==> src/hdl/tti_pkg.sv <==
package tti_pkg;

    localparam int TABLE_DEPTH   = 30;
    localparam int ADC_BITS      = 12;

    localparam int READING_W     = 12;
    localparam int INDEX_W       = 5;
    localparam int ENTRY_ADC_W   = 12;
    localparam int TEMP_W        = 16;

    localparam int IDX_W         = $clog2(TABLE_DEPTH);
    localparam int DIFF_W        = ADC_BITS + 1;
    localparam int TDIFF_W       = TEMP_W + 1;
    localparam int PROD_W        = DIFF_W + TDIFF_W;
    localparam int QUOT_W        = PROD_W + 1;
    localparam int SUM_W         = QUOT_W + 1;
    localparam int CNT_W         = $clog2(PROD_W + 1);

    localparam int DEFAULT_COUNT = 30;
    localparam int DFLT_IDX_W    = $clog2(DEFAULT_COUNT);

    localparam int TEMP_MAX      = 255;
    localparam int TEMP_MIN      = -32768;

    localparam logic FUNC_CONVERT = 1'b0;
    localparam logic FUNC_LOAD    = 1'b1;

    typedef logic        [ADC_BITS-1:0]   adc_t;
    typedef logic        [IDX_W-1:0]      idx_t;
    typedef logic        [IDX_W:0]        idx_sum_t;
    typedef logic signed [TEMP_W-1:0]     temp_t;
    typedef logic signed [DIFF_W-1:0]     diff_t;
    typedef logic signed [TDIFF_W-1:0]    tdiff_t;
    typedef logic signed [PROD_W-1:0]     prod_t;
    typedef logic        [PROD_W-1:0]     mag_t;
    typedef logic signed [QUOT_W-1:0]     quot_t;
    typedef logic signed [SUM_W-1:0]      sum_t;
    typedef logic        [CNT_W-1:0]      cnt_t;
    typedef logic        [DFLT_IDX_W-1:0] dflt_idx_t;

    typedef enum logic [3:0]
    {
        SEQ_IDLE,
        SEQ_RD_MID,
        SEQ_CMP,
        SEQ_RD_LO,
        SEQ_RD_HI,
        SEQ_CHECK,
        SEQ_MUL,
        SEQ_DIV_GO,
        SEQ_DIV_WAIT,
        SEQ_APPLY,
        SEQ_DONE
    } seq_state_t;

    typedef struct packed
    {
        logic  en;
        idx_t  addr;
        adc_t  adc;
        temp_t temp;
    } tbl_wr_t;

    typedef struct packed
    {
        logic en;
        idx_t addr;
    } tbl_rd_t;

    typedef struct packed
    {
        adc_t  adc;
        temp_t temp;
    } tbl_rsp_t;

    typedef struct packed
    {
        logic  start;
        prod_t num;
        diff_t den;
    } div_req_t;

    typedef struct packed
    {
        logic  done;
        quot_t quot;
    } div_rsp_t;

    typedef struct packed
    {
        logic  valid;
        temp_t celsius;
        logic  oor;
    } res_t;

    localparam logic [15:0] DEFAULT_ADC [DEFAULT_COUNT] = '{
        16'd105,  16'd121,  16'd140,  16'd162,  16'd189,
        16'd222,  16'd261,  16'd308,  16'd365,  16'd434,
        16'd519,  16'd621,  16'd744,  16'd891,  16'd1067,
        16'd1272, 16'd1507, 16'd1771, 16'd2058, 16'd2357,
        16'd2657, 16'd2943, 16'd3204, 16'd3429, 16'd3614,
        16'd3760, 16'd3869, 16'd3948, 16'd4003, 16'd4039
    };

    localparam logic signed [15:0] DEFAULT_TEMP [DEFAULT_COUNT] = '{
        16'sd290, 16'sd280, 16'sd270, 16'sd260, 16'sd250,
        16'sd240, 16'sd230, 16'sd220, 16'sd210, 16'sd200,
        16'sd190, 16'sd180, 16'sd170, 16'sd160, 16'sd150,
        16'sd140, 16'sd130, 16'sd120, 16'sd110, 16'sd100,
        16'sd90,  16'sd80,  16'sd70,  16'sd60,  16'sd50,
        16'sd40,  16'sd30,  16'sd20,  16'sd10,  16'sd0
    };

    function automatic dflt_idx_t dflt_pos(input idx_t i);
        dflt_pos = (int'(i) < DEFAULT_COUNT) ? dflt_idx_t'(i) : dflt_idx_t'(DEFAULT_COUNT - 1);
    endfunction

    function automatic adc_t dflt_adc(input idx_t i);
        dflt_adc = adc_t'(DEFAULT_ADC[dflt_pos(i)]);
    endfunction

    function automatic temp_t dflt_temp(input idx_t i);
        dflt_temp = temp_t'(DEFAULT_TEMP[dflt_pos(i)]);
    endfunction

endpackage

==> src/hdl/tti_table.sv <==
module tti_table
(
    input  logic               clk,
    input  logic               rst_n,
    input  tti_pkg::tbl_wr_t   wr,
    input  tti_pkg::tbl_rd_t   rd,
    output tti_pkg::tbl_rsp_t  rsp
);
    import tti_pkg::*;

    adc_t  adc_mem  [TABLE_DEPTH];
    temp_t temp_mem [TABLE_DEPTH];

    logic [TABLE_DEPTH-1:0] valid_reg;
    logic [TABLE_DEPTH-1:0] valid_next;
    logic                   hit_reg;
    logic                   hit_next;
    adc_t                   adc_rd_reg;
    temp_t                  temp_rd_reg;
    idx_t                   addr_rd_reg;

    always_comb
    begin
        valid_next = valid_reg;
        if (wr.en)
        begin
            valid_next[wr.addr] = 1'b1;
        end
    end

    always_comb
    begin
        hit_next = hit_reg;
        if (rd.en)
        begin
            hit_next = valid_reg[rd.addr];
        end
    end

    always_ff @(posedge clk or negedge rst_n)
    begin
        if (!rst_n)
        begin
            valid_reg <= '0;
            hit_reg   <= 1'b0;
        end
        else
        begin
            valid_reg <= valid_next;
            hit_reg   <= hit_next;
        end
    end

    always_ff @(posedge clk)
    begin
        if (wr.en)
        begin
            adc_mem[wr.addr]  <= wr.adc;
            temp_mem[wr.addr] <= wr.temp;
        end
    end

    always_ff @(posedge clk)
    begin
        if (rd.en)
        begin
            adc_rd_reg  <= adc_mem[rd.addr];
            temp_rd_reg <= temp_mem[rd.addr];
            addr_rd_reg <= rd.addr;
        end
    end

    // entries never loaded read as the default calibration
    assign rsp.adc  = hit_reg ? adc_rd_reg  : dflt_adc(addr_rd_reg);
    assign rsp.temp = hit_reg ? temp_rd_reg : dflt_temp(addr_rd_reg);

endmodule

==> src/hdl/tti_div.sv <==
module tti_div
(
    input  logic               clk,
    input  logic               rst_n,
    input  tti_pkg::div_req_t  req,
    output tti_pkg::div_rsp_t  rsp
);
    import tti_pkg::*;

    logic  busy_reg;
    logic  busy_next;
    logic  fin_reg;
    logic  fin_next;
    logic  done_reg;
    logic  done_next;
    cnt_t  cnt_reg;
    cnt_t  cnt_next;
    adc_t  rem_reg;
    adc_t  rem_next;
    mag_t  quo_reg;
    mag_t  quo_next;
    adc_t  dvs_reg;
    adc_t  dvs_next;
    logic  neg_reg;
    logic  neg_next;
    quot_t quot_reg;
    quot_t quot_next;

    logic [ADC_BITS:0] trial;
    logic [ADC_BITS:0] trial_sub;
    logic              ge;
    quot_t             quot_mag;

    assign trial     = {rem_reg, quo_reg[PROD_W-1]};
    assign trial_sub = trial - {1'b0, dvs_reg};
    assign ge        = trial >= {1'b0, dvs_reg};
    assign quot_mag  = quot_t'({1'b0, quo_reg});

    always_comb
    begin
        busy_next = busy_reg;
        fin_next  = 1'b0;
        done_next = 1'b0;
        cnt_next  = cnt_reg;
        rem_next  = rem_reg;
        quo_next  = quo_reg;
        dvs_next  = dvs_reg;
        neg_next  = neg_reg;
        quot_next = quot_reg;
        if (req.start)
        begin
            busy_next = 1'b1;
            cnt_next  = cnt_t'(PROD_W);
            rem_next  = '0;
            quo_next  = mag_t'(req.num[PROD_W-1] ? -req.num : req.num);
            dvs_next  = adc_t'(req.den[DIFF_W-1] ? -req.den : req.den);
            neg_next  = req.num[PROD_W-1] ^ req.den[DIFF_W-1];
        end
        else if (busy_reg)
        begin
            // restoring step, one quotient bit a cycle
            rem_next = ge ? adc_t'(trial_sub) : adc_t'(trial);
            quo_next = {quo_reg[PROD_W-2:0], ge};
            cnt_next = cnt_reg - cnt_t'(1);
            if (cnt_reg == cnt_t'(1))
            begin
                busy_next = 1'b0;
                fin_next  = 1'b1;
            end
        end
        else if (fin_reg)
        begin
            quot_next = neg_reg ? -quot_mag : quot_mag;
            done_next = 1'b1;
        end
    end

    always_ff @(posedge clk or negedge rst_n)
    begin
        if (!rst_n)
        begin
            busy_reg <= 1'b0;
            fin_reg  <= 1'b0;
            done_reg <= 1'b0;
            cnt_reg  <= '0;
        end
        else
        begin
            busy_reg <= busy_next;
            fin_reg  <= fin_next;
            done_reg <= done_next;
            cnt_reg  <= cnt_next;
        end
    end

    always_ff @(posedge clk)
    begin
        rem_reg  <= rem_next;
        quo_reg  <= quo_next;
        dvs_reg  <= dvs_next;
        neg_reg  <= neg_next;
        quot_reg <= quot_next;
    end

    assign rsp.done = done_reg;
    assign rsp.quot = quot_reg;

endmodule

==> src/hdl/tti_seq.sv <==
module tti_seq
(
    input  logic               clk,
    input  logic               rst_n,
    input  logic               start,
    input  tti_pkg::adc_t      reading,
    output logic               busy,
    output tti_pkg::tbl_rd_t   rd,
    input  tti_pkg::tbl_rsp_t  tbl,
    output tti_pkg::div_req_t  div_req,
    input  tti_pkg::div_rsp_t  div_rsp,
    output tti_pkg::res_t      res,
    input  logic               res_taken
);
    import tti_pkg::*;

    seq_state_t state_reg;
    seq_state_t state_next;

    adc_t  rdg_reg;
    adc_t  rdg_next;
    idx_t  lo_reg;
    idx_t  lo_next;
    idx_t  hi_reg;
    idx_t  hi_next;
    adc_t  lo_adc_reg;
    adc_t  lo_adc_next;
    temp_t lo_temp_reg;
    temp_t lo_temp_next;
    logic  oor_reg;
    logic  oor_next;
    diff_t diff_reg;
    diff_t diff_next;
    tdiff_t tdiff_reg;
    tdiff_t tdiff_next;
    diff_t den_reg;
    diff_t den_next;
    prod_t prod_reg;
    prod_t prod_next;
    quot_t quot_reg;
    quot_t quot_next;
    temp_t celsius_reg;
    temp_t celsius_next;

    idx_sum_t mid_sum;
    idx_t     mid;
    logic     below;
    idx_t     lo_step;
    idx_t     hi_step;
    logic     more;
    sum_t     sum;

    assign mid_sum = idx_sum_t'(lo_reg) + idx_sum_t'(hi_reg);
    assign mid     = idx_t'(mid_sum >> 1);
    assign below   = rdg_reg < tbl.adc;
    assign lo_step = below ? lo_reg : mid;
    assign hi_step = below ? mid : hi_reg;
    assign more    = (hi_step - lo_step) > idx_t'(1);
    assign sum     = sum_t'(lo_temp_reg) + sum_t'(quot_reg);

    always_comb
    begin
        state_next = state_reg;
        case (state_reg)
            SEQ_IDLE:
            begin
                if (start)
                begin
                    state_next = (TABLE_DEPTH > 2) ? SEQ_RD_MID : SEQ_RD_LO;
                end
            end
            SEQ_RD_MID:
            begin
                state_next = SEQ_CMP;
            end
            SEQ_CMP:
            begin
                state_next = more ? SEQ_RD_MID : SEQ_RD_LO;
            end
            SEQ_RD_LO:
            begin
                state_next = SEQ_RD_HI;
            end
            SEQ_RD_HI:
            begin
                state_next = SEQ_CHECK;
            end
            SEQ_CHECK:
            begin
                state_next = oor_next ? SEQ_APPLY : SEQ_MUL;
            end
            SEQ_MUL:
            begin
                state_next = (den_reg == '0) ? SEQ_APPLY : SEQ_DIV_GO;
            end
            SEQ_DIV_GO:
            begin
                state_next = SEQ_DIV_WAIT;
            end
            SEQ_DIV_WAIT:
            begin
                if (div_rsp.done)
                begin
                    state_next = SEQ_APPLY;
                end
            end
            SEQ_APPLY:
            begin
                state_next = SEQ_DONE;
            end
            SEQ_DONE:
            begin
                if (res_taken)
                begin
                    state_next = SEQ_IDLE;
                end
            end
            default:
            begin
                state_next = SEQ_IDLE;
            end
        endcase
    end

    always_comb
    begin
        busy          = state_reg != SEQ_IDLE;
        rd.en         = 1'b0;
        rd.addr       = lo_reg;
        div_req.start = 1'b0;
        div_req.num   = prod_reg;
        div_req.den   = den_reg;
        res.valid     = 1'b0;
        res.celsius   = celsius_reg;
        res.oor       = oor_reg;
        case (state_reg)
            SEQ_RD_MID:
            begin
                rd.en   = 1'b1;
                rd.addr = mid;
            end
            SEQ_RD_LO:
            begin
                rd.en   = 1'b1;
                rd.addr = lo_reg;
            end
            SEQ_RD_HI:
            begin
                rd.en   = 1'b1;
                rd.addr = hi_reg;
            end
            SEQ_DIV_GO:
            begin
                div_req.start = 1'b1;
            end
            SEQ_DONE:
            begin
                res.valid = 1'b1;
            end
            default:
            begin
                rd.en = 1'b0;
            end
        endcase
    end

    always_comb
    begin
        rdg_next     = rdg_reg;
        lo_next      = lo_reg;
        hi_next      = hi_reg;
        lo_adc_next  = lo_adc_reg;
        lo_temp_next = lo_temp_reg;
        oor_next     = oor_reg;
        diff_next    = diff_reg;
        tdiff_next   = tdiff_reg;
        den_next     = den_reg;
        prod_next    = prod_reg;
        quot_next    = quot_reg;
        celsius_next = celsius_reg;
        case (state_reg)
            SEQ_IDLE:
            begin
                rdg_next = reading;
                lo_next  = '0;
                hi_next  = idx_t'(TABLE_DEPTH - 1);
            end
            SEQ_CMP:
            begin
                lo_next = lo_step;
                hi_next = hi_step;
            end
            SEQ_RD_HI:
            begin
                lo_adc_next  = tbl.adc;
                lo_temp_next = tbl.temp;
            end
            SEQ_CHECK:
            begin
                // bracket ends at a table edge with the sample beyond it
                oor_next   = ((lo_reg == '0) && (rdg_reg < lo_adc_reg))
                          || ((hi_reg == idx_t'(TABLE_DEPTH - 1)) && (rdg_reg > tbl.adc));
                diff_next  = diff_t'({1'b0, rdg_reg}) - diff_t'({1'b0, lo_adc_reg});
                tdiff_next = tdiff_t'(tbl.temp) - tdiff_t'(lo_temp_reg);
                den_next   = diff_t'({1'b0, tbl.adc}) - diff_t'({1'b0, lo_adc_reg});
                quot_next  = '0;
            end
            SEQ_MUL:
            begin
                prod_next = prod_t'(diff_reg) * prod_t'(tdiff_reg);
            end
            SEQ_DIV_WAIT:
            begin
                if (div_rsp.done)
                begin
                    quot_next = div_rsp.quot;
                end
            end
            SEQ_APPLY:
            begin
                if (oor_reg || (sum > sum_t'(TEMP_MAX)))
                begin
                    celsius_next = temp_t'(TEMP_MAX);
                end
                else if (sum < sum_t'(TEMP_MIN))
                begin
                    celsius_next = temp_t'(TEMP_MIN);
                end
                else
                begin
                    celsius_next = temp_t'(sum);
                end
            end
            default:
            begin
                rdg_next = rdg_reg;
            end
        endcase
    end

    always_ff @(posedge clk or negedge rst_n)
    begin
        if (!rst_n)
        begin
            state_reg <= SEQ_IDLE;
        end
        else
        begin
            state_reg <= state_next;
        end
    end

    always_ff @(posedge clk)
    begin
        rdg_reg     <= rdg_next;
        lo_reg      <= lo_next;
        hi_reg      <= hi_next;
        lo_adc_reg  <= lo_adc_next;
        lo_temp_reg <= lo_temp_next;
        oor_reg     <= oor_next;
        diff_reg    <= diff_next;
        tdiff_reg   <= tdiff_next;
        den_reg     <= den_next;
        prod_reg    <= prod_next;
        quot_reg    <= quot_next;
        celsius_reg <= celsius_next;
    end

endmodule

==> src/hdl/thermistor_table_interpolator_unit.sv <==
// channel | beat carries                                           | handshake
// in      | func, reading, entry_index, entry_adc, entry_value     | in_valid / in_stall
// out     | celsius, out_of_range                                  | out_valid / out_stall
//
// a load beat writes its entry in the cycle it is taken; the input is free again next cycle
// a conversion over the 30 entries runs search probes, reads the bracket, multiplies, starts the divider
// and waits for the bit-serial divide, then applies the sum and hands off the result; a sample outside
// the span or a zero-width bracket skips the divide
// reset restores the default calibration at once through per-entry valid bits, no clearing pass
// a result waits in the output register; the sequencer holds only while that is full and stalled

module thermistor_table_interpolator_unit
(
    input  logic                                  clk,
    input  logic                                  rst_n,
    input  logic                                  in_valid,
    output logic                                  in_stall,
    input  logic                                  func,
    input  logic        [tti_pkg::READING_W-1:0]  reading,
    input  logic        [tti_pkg::INDEX_W-1:0]    entry_index,
    input  logic        [tti_pkg::ENTRY_ADC_W-1:0] entry_adc,
    input  logic signed [tti_pkg::TEMP_W-1:0]     entry_value,
    output logic                                  out_valid,
    input  logic                                  out_stall,
    output logic signed [tti_pkg::TEMP_W-1:0]     celsius,
    output logic                                  out_of_range
);
    import tti_pkg::*;

    logic      busy;
    logic      accept;
    logic      start;
    logic      res_taken;
    tbl_wr_t   tbl_wr;
    tbl_rd_t   tbl_rd;
    tbl_rsp_t  tbl_rsp;
    div_req_t  div_req;
    div_rsp_t  div_rsp;
    res_t      res;

    logic      out_valid_reg;
    logic      out_valid_next;
    temp_t     celsius_reg;
    logic      oor_reg;

    assign in_stall = busy;
    assign accept   = in_valid && !busy;
    assign start    = accept && (func == FUNC_CONVERT);

    assign tbl_wr.en   = accept && (func == FUNC_LOAD) && (int'(entry_index) < TABLE_DEPTH);
    assign tbl_wr.addr = idx_t'(entry_index);
    assign tbl_wr.adc  = adc_t'(entry_adc);
    assign tbl_wr.temp = entry_value;

    tti_table u_table
    (
        .clk   (clk),
        .rst_n (rst_n),
        .wr    (tbl_wr),
        .rd    (tbl_rd),
        .rsp   (tbl_rsp)
    );

    tti_div u_div
    (
        .clk   (clk),
        .rst_n (rst_n),
        .req   (div_req),
        .rsp   (div_rsp)
    );

    tti_seq u_seq
    (
        .clk       (clk),
        .rst_n     (rst_n),
        .start     (start),
        .reading   (adc_t'(reading)),
        .busy      (busy),
        .rd        (tbl_rd),
        .tbl       (tbl_rsp),
        .div_req   (div_req),
        .div_rsp   (div_rsp),
        .res       (res),
        .res_taken (res_taken)
    );

    // output register parts the sequencer from a stalled consumer
    assign res_taken = res.valid && (!out_valid_reg || !out_stall);

    always_comb
    begin
        out_valid_next = out_valid_reg && out_stall;
        if (res_taken)
        begin
            out_valid_next = 1'b1;
        end
    end

    always_ff @(posedge clk or negedge rst_n)
    begin
        if (!rst_n)
        begin
            out_valid_reg <= 1'b0;
        end
        else
        begin
            out_valid_reg <= out_valid_next;
        end
    end

    always_ff @(posedge clk)
    begin
        if (res_taken)
        begin
            celsius_reg <= res.celsius;
            oor_reg     <= res.oor;
        end
    end

    assign out_valid    = out_valid_reg;
    assign celsius      = celsius_reg;
    assign out_of_range = oor_reg;

endmodule

==> config.mk <==
export PLATFORM = sky130hd
export DESIGN_NAME = thermistor_table_interpolator_unit
export DESIGN_NICKNAME = d
export VERILOG_FILES = /design/src/hdl/tti_pkg.sv /design/src/hdl/tti_table.sv /design/src/hdl/tti_div.sv /design/src/hdl/tti_seq.sv /design/src/hdl/thermistor_table_interpolator_unit.sv
export SDC_FILE = /design/constraint.sdc
export NUM_CORES = 2
export LEC_CHECK = 0
export ABC_CLOCK_PERIOD_IN_PS = 10300
export BUFFER_PORTS_ARGS = -buffer_cell sky130_fd_sc_hd__buf_2
export CORE_MARGIN = 5
export CORE_UTILIZATION = 55
export CTS_CLUSTER_DIAMETER = 60
export CTS_CLUSTER_SIZE = 10
export DETAILED_ROUTE_END_ITERATION = 6
export HOLD_SLACK_MARGIN = 0.02
export PLACE_DENSITY = 0.7
export SKIP_CTS_REPAIR_TIMING = 1
export SLEW_MARGIN = 20
export SYNTH_ARGS = -nofsm -noshare
export SYNTH_HDL_FRONTEND = slang
export SYNTH_SLANG_ARGS = --single-unit
export TNS_END_PERCENT = 100
==> constraint.sdc <==
create_clock -name clk -period 10.3 [get_ports clk]
set_input_delay 1.03 -clock clk [delete_from_list [all_inputs] [get_ports clk]]
set_output_delay 1.03 -clock clk [all_outputs]
set_load 0.005 [all_outputs]
# Yosys cells after proc, flatten, opt, wreduce, memory -nomap -nowiden
# Memory sizes are Yosys's and may differ from the RTL's. A register that Yosys moved wholly into a read port is not among the register bits.
# Cells that the tools add are included.
[totals] regBits=323 latchBits=0 ram_bits=840 rom_bits=1024 inputBits=50 out_inout_bits=19 elab_cells=157 mem_count=4
[op_classes] add_sub_neg=11 mul=1 n_div=0 order_cmp=13 n_eq_ne=15 shifts=0 mux=50 bitwise=6 reduce_logical=27
[mem_list] name="(no name shown)" depth=32 word_bits=16 read_ports=1 rd_ports_with_merged_regs=0 write_ports=0 line_no="tti_pkg.sv:119" source="dflt_adc = adc_t'(DEFAULT_ADC[dflt_pos(i)]);"
[mem_list] name="(no name shown)" depth=32 word_bits=16 read_ports=1 rd_ports_with_merged_regs=0 write_ports=0 line_no="tti_pkg.sv:123" source="dflt_temp = temp_t'(DEFAULT_TEMP[dflt_pos(i)]);"
[mem_list] name="u_table.temp_mem" depth=30 word_bits=16 read_ports=1 rd_ports_with_merged_regs=1 write_ports=1 line_no="tti_table.sv:12" source="temp_t temp_mem [TABLE_DEPTH];"
[mem_list] name="u_table.adc_mem" depth=30 word_bits=12 read_ports=1 rd_ports_with_merged_regs=1 write_ports=1 line_no="tti_table.sv:11" source="adc_t adc_mem [TABLE_DEPTH];"
[op_table] operator="$mux W30" count=4
[op_table] operator="$mux W16" count=4
[op_table] operator="$pmux W31 S2" count=1
[op_table] operator="$mux W12" count=5
[op_table] operator="$pmux W4 S11" count=1
[op_table] operator="$add A16 B31 Y32" count=1
[op_table] operator="$gt A32 B9 Y1 const B" count=1
[op_table] operator="$lt A32 B16 Y1 const B" count=1
[op_table] operator="$mux W31" count=1
[op_table] operator="$neg A30 Y31" count=1
[op_table] operator="$mul A13 B17 Y30" count=1
[op_table] operator="$neg A30 Y30" count=1
[op_table] operator="$or A30 B30 Y30" count=1
[op_table] operator="$pmux W5 S2" count=3
[op_table] operator="$sub A12 B12 Y13" count=2
[op_table] operator="$mux W5" count=5
[op_table] operator="$lt A12 B12 Y1" count=2
[op_table] operator="$mux W4" count=5
[op_table] operator="$mux W1" count=18
[op_table] operator="$sub A16 B16 Y17" count=1
[op_table] operator="$eq A4 B3 Y1 const B" count=4
[op_table] operator="$ge A13 B12 Y1" count=1
[op_table] operator="$logic_not A13 Y1" count=1
[op_table] operator="$eq A4 B4 Y1 const B" count=3
[op_table] operator="33 further kinds" count=55

# Depth between registers and ports, before layout
[depth] ltp_word=13 mapped_depth=32

# By module
# A second synthesis with hierarchy kept.
[unflattened] hier_cells=4128 area_unflattened_um2=60350.4
[by_module_without_submodules] mod="tti_table" instances=1 cells_per_inst=1715 area_per_inst_um2=35649.2 seq_area_each_um2=26990.9
[by_module_without_submodules] mod="tti_seq" instances=1 cells_per_inst=1860 area_per_inst_um2=18622.9 seq_area_each_um2=5225.0
[by_module_without_submodules] mod="tti_div" instances=1 cells_per_inst=530 area_per_inst_um2=5504.0 seq_area_each_um2=2662.6
[by_module_without_submodules] mod="thermistor_table_interpolator_unit" instances=1 cells_per_inst=23 area_per_inst_um2=574.3 seq_area_each_um2=535.5

# Least setup slack after synthesis
# OpenSTA, ideal clock, no wires.
[synth_timing] path_kind="register -> register" start="register u_seq.diff_reg[3]" end="register u_seq.prod_reg[29], data pin" setup_time_ns=0.260 arrival_ns=6.147 t_required_ns=10.040 path_slack_ns=3.893 stages_incl_launch_ff=23 synth_period_minus_slack_ns=6.407 cell_sequence="edfxtp_1 > clkbuf_1 > clkbuf_1 > nand2_1 > fa_1 > inv_1 > fa_1 > fa_1 > inv_1 > fa_1 > inv_1 > fa_1 > fa_1 > ha_1 > a21o_1 > a21oi_1 > a311oi_1 > a41oi_1 > a211oi_1 > or3_1 > a211o_1 > a21oi_1 > xnor2_1"
[synth_via] elab_chain_cells=1
[synth_rtl] item="from (decl)" line_no="tti_seq.sv:32" source="diff_t diff_reg;"
[synth_rtl] item="from (signal assigned)" line_no="tti_seq.sv:261" source="diff_reg <= diff_next;"
[synth_rtl] item="$mul A13 B17 Y30" line_no="tti_seq.sv:210" source="prod_next = prod_t'(diff_reg) * prod_t'(tdiff_reg);"
[synth_rtl] item="to (signal assigned)" line_no="tti_seq.sv:264" source="prod_reg <= prod_next;"
[synth_rtl] item="to (decl)" line_no="tti_seq.sv:38" source="prod_t prod_reg;"
# Every way passes these cells.
# A chain may end at the register's enable or synchronous reset.

# Final worst setup path
[layout_timing] start="register u_seq.diff_reg[12]" end="register u_seq.prod_reg[29], data pin"
# The elaborated chain is that of the path after synthesis.

==> flow_summary_export.csv <==
group,metric,value,unit
run_status,status,"finished clean",
worst_setup_path,arrival,7.61,ns
clock_network,clock-sinks,1191,
logic_synthesis,ys_ff_latch,1191,
timing,setup_viol,0,
logic_synthesis,synth-async-reset-ratio,3.69,%
global_routing,overflow,0,
timing,skew,0.0536,ns
worst_setup_path,cp-end-kind,"flip-flop",
die,dieArea,117000,um^2
clock_network,clk_path_buf_depth,3,
finish,fin_nets,5671,
drt,drtIter0Drc,3903,
logic_synthesis,synth-compound-area-share,7.93,%
place,dpl.hpwl,90.9,mm
die,initial_core_util,55.5,%
worst_setup_path,cpMaxStageDelayCell,"edfxtp_1",
timing,relSlewSlack,31.3,%
place,placed_cells_incl_taps,6489,
die,core,109000,um^2
finish,seqCellArea,35400,um^2
global_routing,grt_pass1_wl,230,mm
clock_network,path_clk_slew,0.05,ns
logic_synthesis,synth_top_family_by_area,"simple AND/OR/NAND/NOR gates",
timing,timing.fmax,0.140,GHz
logic_synthesis,synth_edf_count,1134,
die,die_y,342,um
worst_setup_path,worst-r2r-cell-count,20,
die,die_x,342,um
worst_setup_path,critPathLaunchType,"flip-flop",
timing,post-route-period-util,69.4,%
worst_setup_path,regToRegEndpoint,"u_seq.prod_reg[29]$_DFFE_PP_",
logic_synthesis,synth-simple-area-share,16.0,%
worst_setup_path,path_cells,"nand2b_1 > fa_1 > fa_1 > inv_1 > fa_1 > inv_1 > fa_1 > inv_1 > fa_1 > fa_1 > ha_1 > a21o_1 > a21oi_1 > a311oi_1 > a41oi_1 > a211oi_1 > or3_1 > a211o_1 > a21oi_1 > xnor2_1",
logic_synthesis,synthCells,5223,
timing,rsz0062_at_grt,"false",
worst_setup_path,cp.buffers_inverters,3,
logic_synthesis,synth_top_area_share,56.3,%
logic_synthesis,synth_cell_types,81,
logic_synthesis,synth_fa_ha_area_share,11.0,%
global_routing,first_global_vias,39400,
drt,wl_per_cell,22.3,um
drt,vias,40000,
finish,n_fill_cell,8535,
logic_synthesis,syn_area_per_cell,11.6,um^2
timing,report.final.slew_viol_count,0,
logic_synthesis,synthMuxAreaShare,0.498,%
worst_setup_path,path_delay_family,"adder cells",
worst_setup_path,required,10.76,ns
drt,routed_wl,149,mm
clock_network,insertion_delay,0.75,ns
place,dpl-instance-area,62400,um^2
logic_synthesis,synth.cell_area,60500,um^2
finish,regMostFlops,"u_table.temp_mem",
finish,top_regs,"u_table.temp_mem x480, u_table.adc_mem x360",
timing,period_minus_slack,7.15,ns
logic_synthesis,synth_xor_area_share,2.26,%
drt,drc,0,
min_path,hold_class,"in2async",
place,portBuffers,68,
global_routing,antenna_found_initial,12,
timing,worstMarginPinSlew,1.03,ns
finish,largest_reg_flops,480,
worst_setup_path,crit_path_frequent_cell,"fa_1",
place,gp_congestion,0.872,
logic_synthesis,synth.area.top_cells,"edfxtp_1 (56%), nand2_1 (7.3%), fa_1 (7.0%), ha_1 (3.9%), nand3_1 (2.7%)",
finish,final_cell_area,66600,um^2
clock_network,cts_max_level,4,
worst_setup_path,r2r_slack,3.15,ns
global_routing,grtUsageTotal,25.4,%
drt,viasPerCell,5.96,
die,ios,69,
global_routing,grt_max_degree,131,
finish,drive_above_1_share,7.91,%
die,rows,121,
logic_synthesis,yosys_warnings,0,
logic_synthesis,synthFlopType,"edfxtp_1",
worst_setup_path,r2r_start,"u_seq.diff_reg[12]$_DFFE_PP_",
worst_setup_path,worstPathMaxFanout,18,
finish,final_cells,6704,
logic_synthesis,synth_nets,5676,
clock_network,cts_tree,"yes",
clock_network,cts_inserted_buffers,141,
drt,first_pass_iters,5,
worst_setup_path,slowest_delay,0.87,ns
job,cap_viol_max_count,0,
worst_setup_path,worstSetupPathType,"reg2reg",
logic_synthesis,synth_top_cell_by_area,"edfxtp_1",
finish,multi_input_area,23200,um^2
drt,postRouteAntennaNets,0,
logic_synthesis,synth-seq-area-share,58.5,%
timing,final.setup.tns,0,ns
finish,area_growth,10.1,%
timing,hold_viol_final,0,
clock_network,cts-root-buf,"clkbuf_16",
[placed cells by master (no fill, tap or decap), types with 125 or more instances in the layout]
cell       synthesis  routed
o21ai_0          163     163
ha_1             190     190
fa_1             213     213
clkbuf_16          0     145
nand2_1         1173    1173
nor2_1           179     146
inv_1            303     302
a21oi_1          127     125
edfxtp_1        1134    1134
nand3_1          327     326
and2_1           127     126
[layout make-up]
class	count	area share, %
Antenna cell	8	0.0301
Tap cell	1414	2.66
Timing Repair Buffer	134	1.37
Clock inverter	21	0.558
Clock buffer	186	5.71
Sequential cell	1191	53.2
Multi-Input combinational cell	3444	34.8
Inverter	306	1.75
[worst max-delay path by stage]
stage,startpoint,endpoint,slack (ns),depth (start not counted)
after CTS,u_seq.diff_reg[12]$_DFFE_PP_,u_seq.prod_reg[29]$_DFFE_PP_,3.14,20
after floorplan,u_seq.diff_reg[3]$_DFFE_PP_,u_seq.prod_reg[29]$_DFFE_PP_,3.89,22
final,u_seq.diff_reg[12]$_DFFE_PP_,u_seq.prod_reg[29]$_DFFE_PP_,3.15,20
after detailed placement,u_seq.diff_reg[12]$_DFFE_PP_,u_seq.prod_reg[29]$_DFFE_PP_,3.20,20
after global placement,u_seq.diff_reg[12]$_DFFE_PP_,u_seq.prod_reg[29]$_DFFE_PP_,3.29,20
after global routing,u_seq.diff_reg[12]$_DFFE_PP_,u_seq.prod_reg[29]$_DFFE_PP_,2.83,20
[synthesized netlist by cell type (all sizes together), types with 19 or more instances]
library cell,number
inv,305
nor3,45
o211ai,19
a311o,28
nand2b,49
nand3,327
or3,24
clkbuf,204
and2,127
ha,190
nor2,184
dfrtp,44
nor2b,24
a21oi,127
a21o,37
a311oi,120
edfxtp,1134
nand2,1174
mux2i,20
a31oi,65
o21ai,168
xnor2,113
and3,96
buf,78
fa,213
o31ai,23
xor2,43
or2,45
[stage by stage]
| step | util, % | hold slack [ns] | setup WS (ns) |
|---|---|---|---|
| after global placement | 57.2 | 0.404 | 3.29 |
| final | 61.1 | 0.412 | 3.15 |
| after CTS | 61.1 | 0.393 | 3.14 |
| after global routing | 61.1 | 0.423 | 2.83 |
| after floorplan | - | 0.400 | 3.89 |
| after detailed placement | 57.2 | 0.405 | 3.20 |
[metal layers]
layer  global-route usage (%)  share of wire (%)  wire, um  vias up
met4                     8.30                2.9      4370        0
met5                        0                  0         0        -
met2                     42.6                 49     73600     1492
li1                         -                  -         -    18400
met1                     34.5                 41     60700    19800
met3                     3.88                7.1     10500      263
[kinds of logic (layout without fill, tap and decap cells)]
| kind of cell | after synthesis | in the layout |
|---|---|---|
| XOR/XNOR | 156 | 156 |
| other | 0 | 8 |
| adder cells (fa/ha/maj) | 403 | 403 |
| flip-flops | 1191 | 1191 |
| multiplexers | 29 | 29 |
| AND/OR/NAND/NOR | 2153 | 2153 |
| buffers and inverters | 588 | 647 |
| AO/OA/AOI/OAI | 703 | 703 |
Power is left out: the tool's default activity adds up to more than one toggle a clock period on the data nets, which glitch-free logic cannot reach.
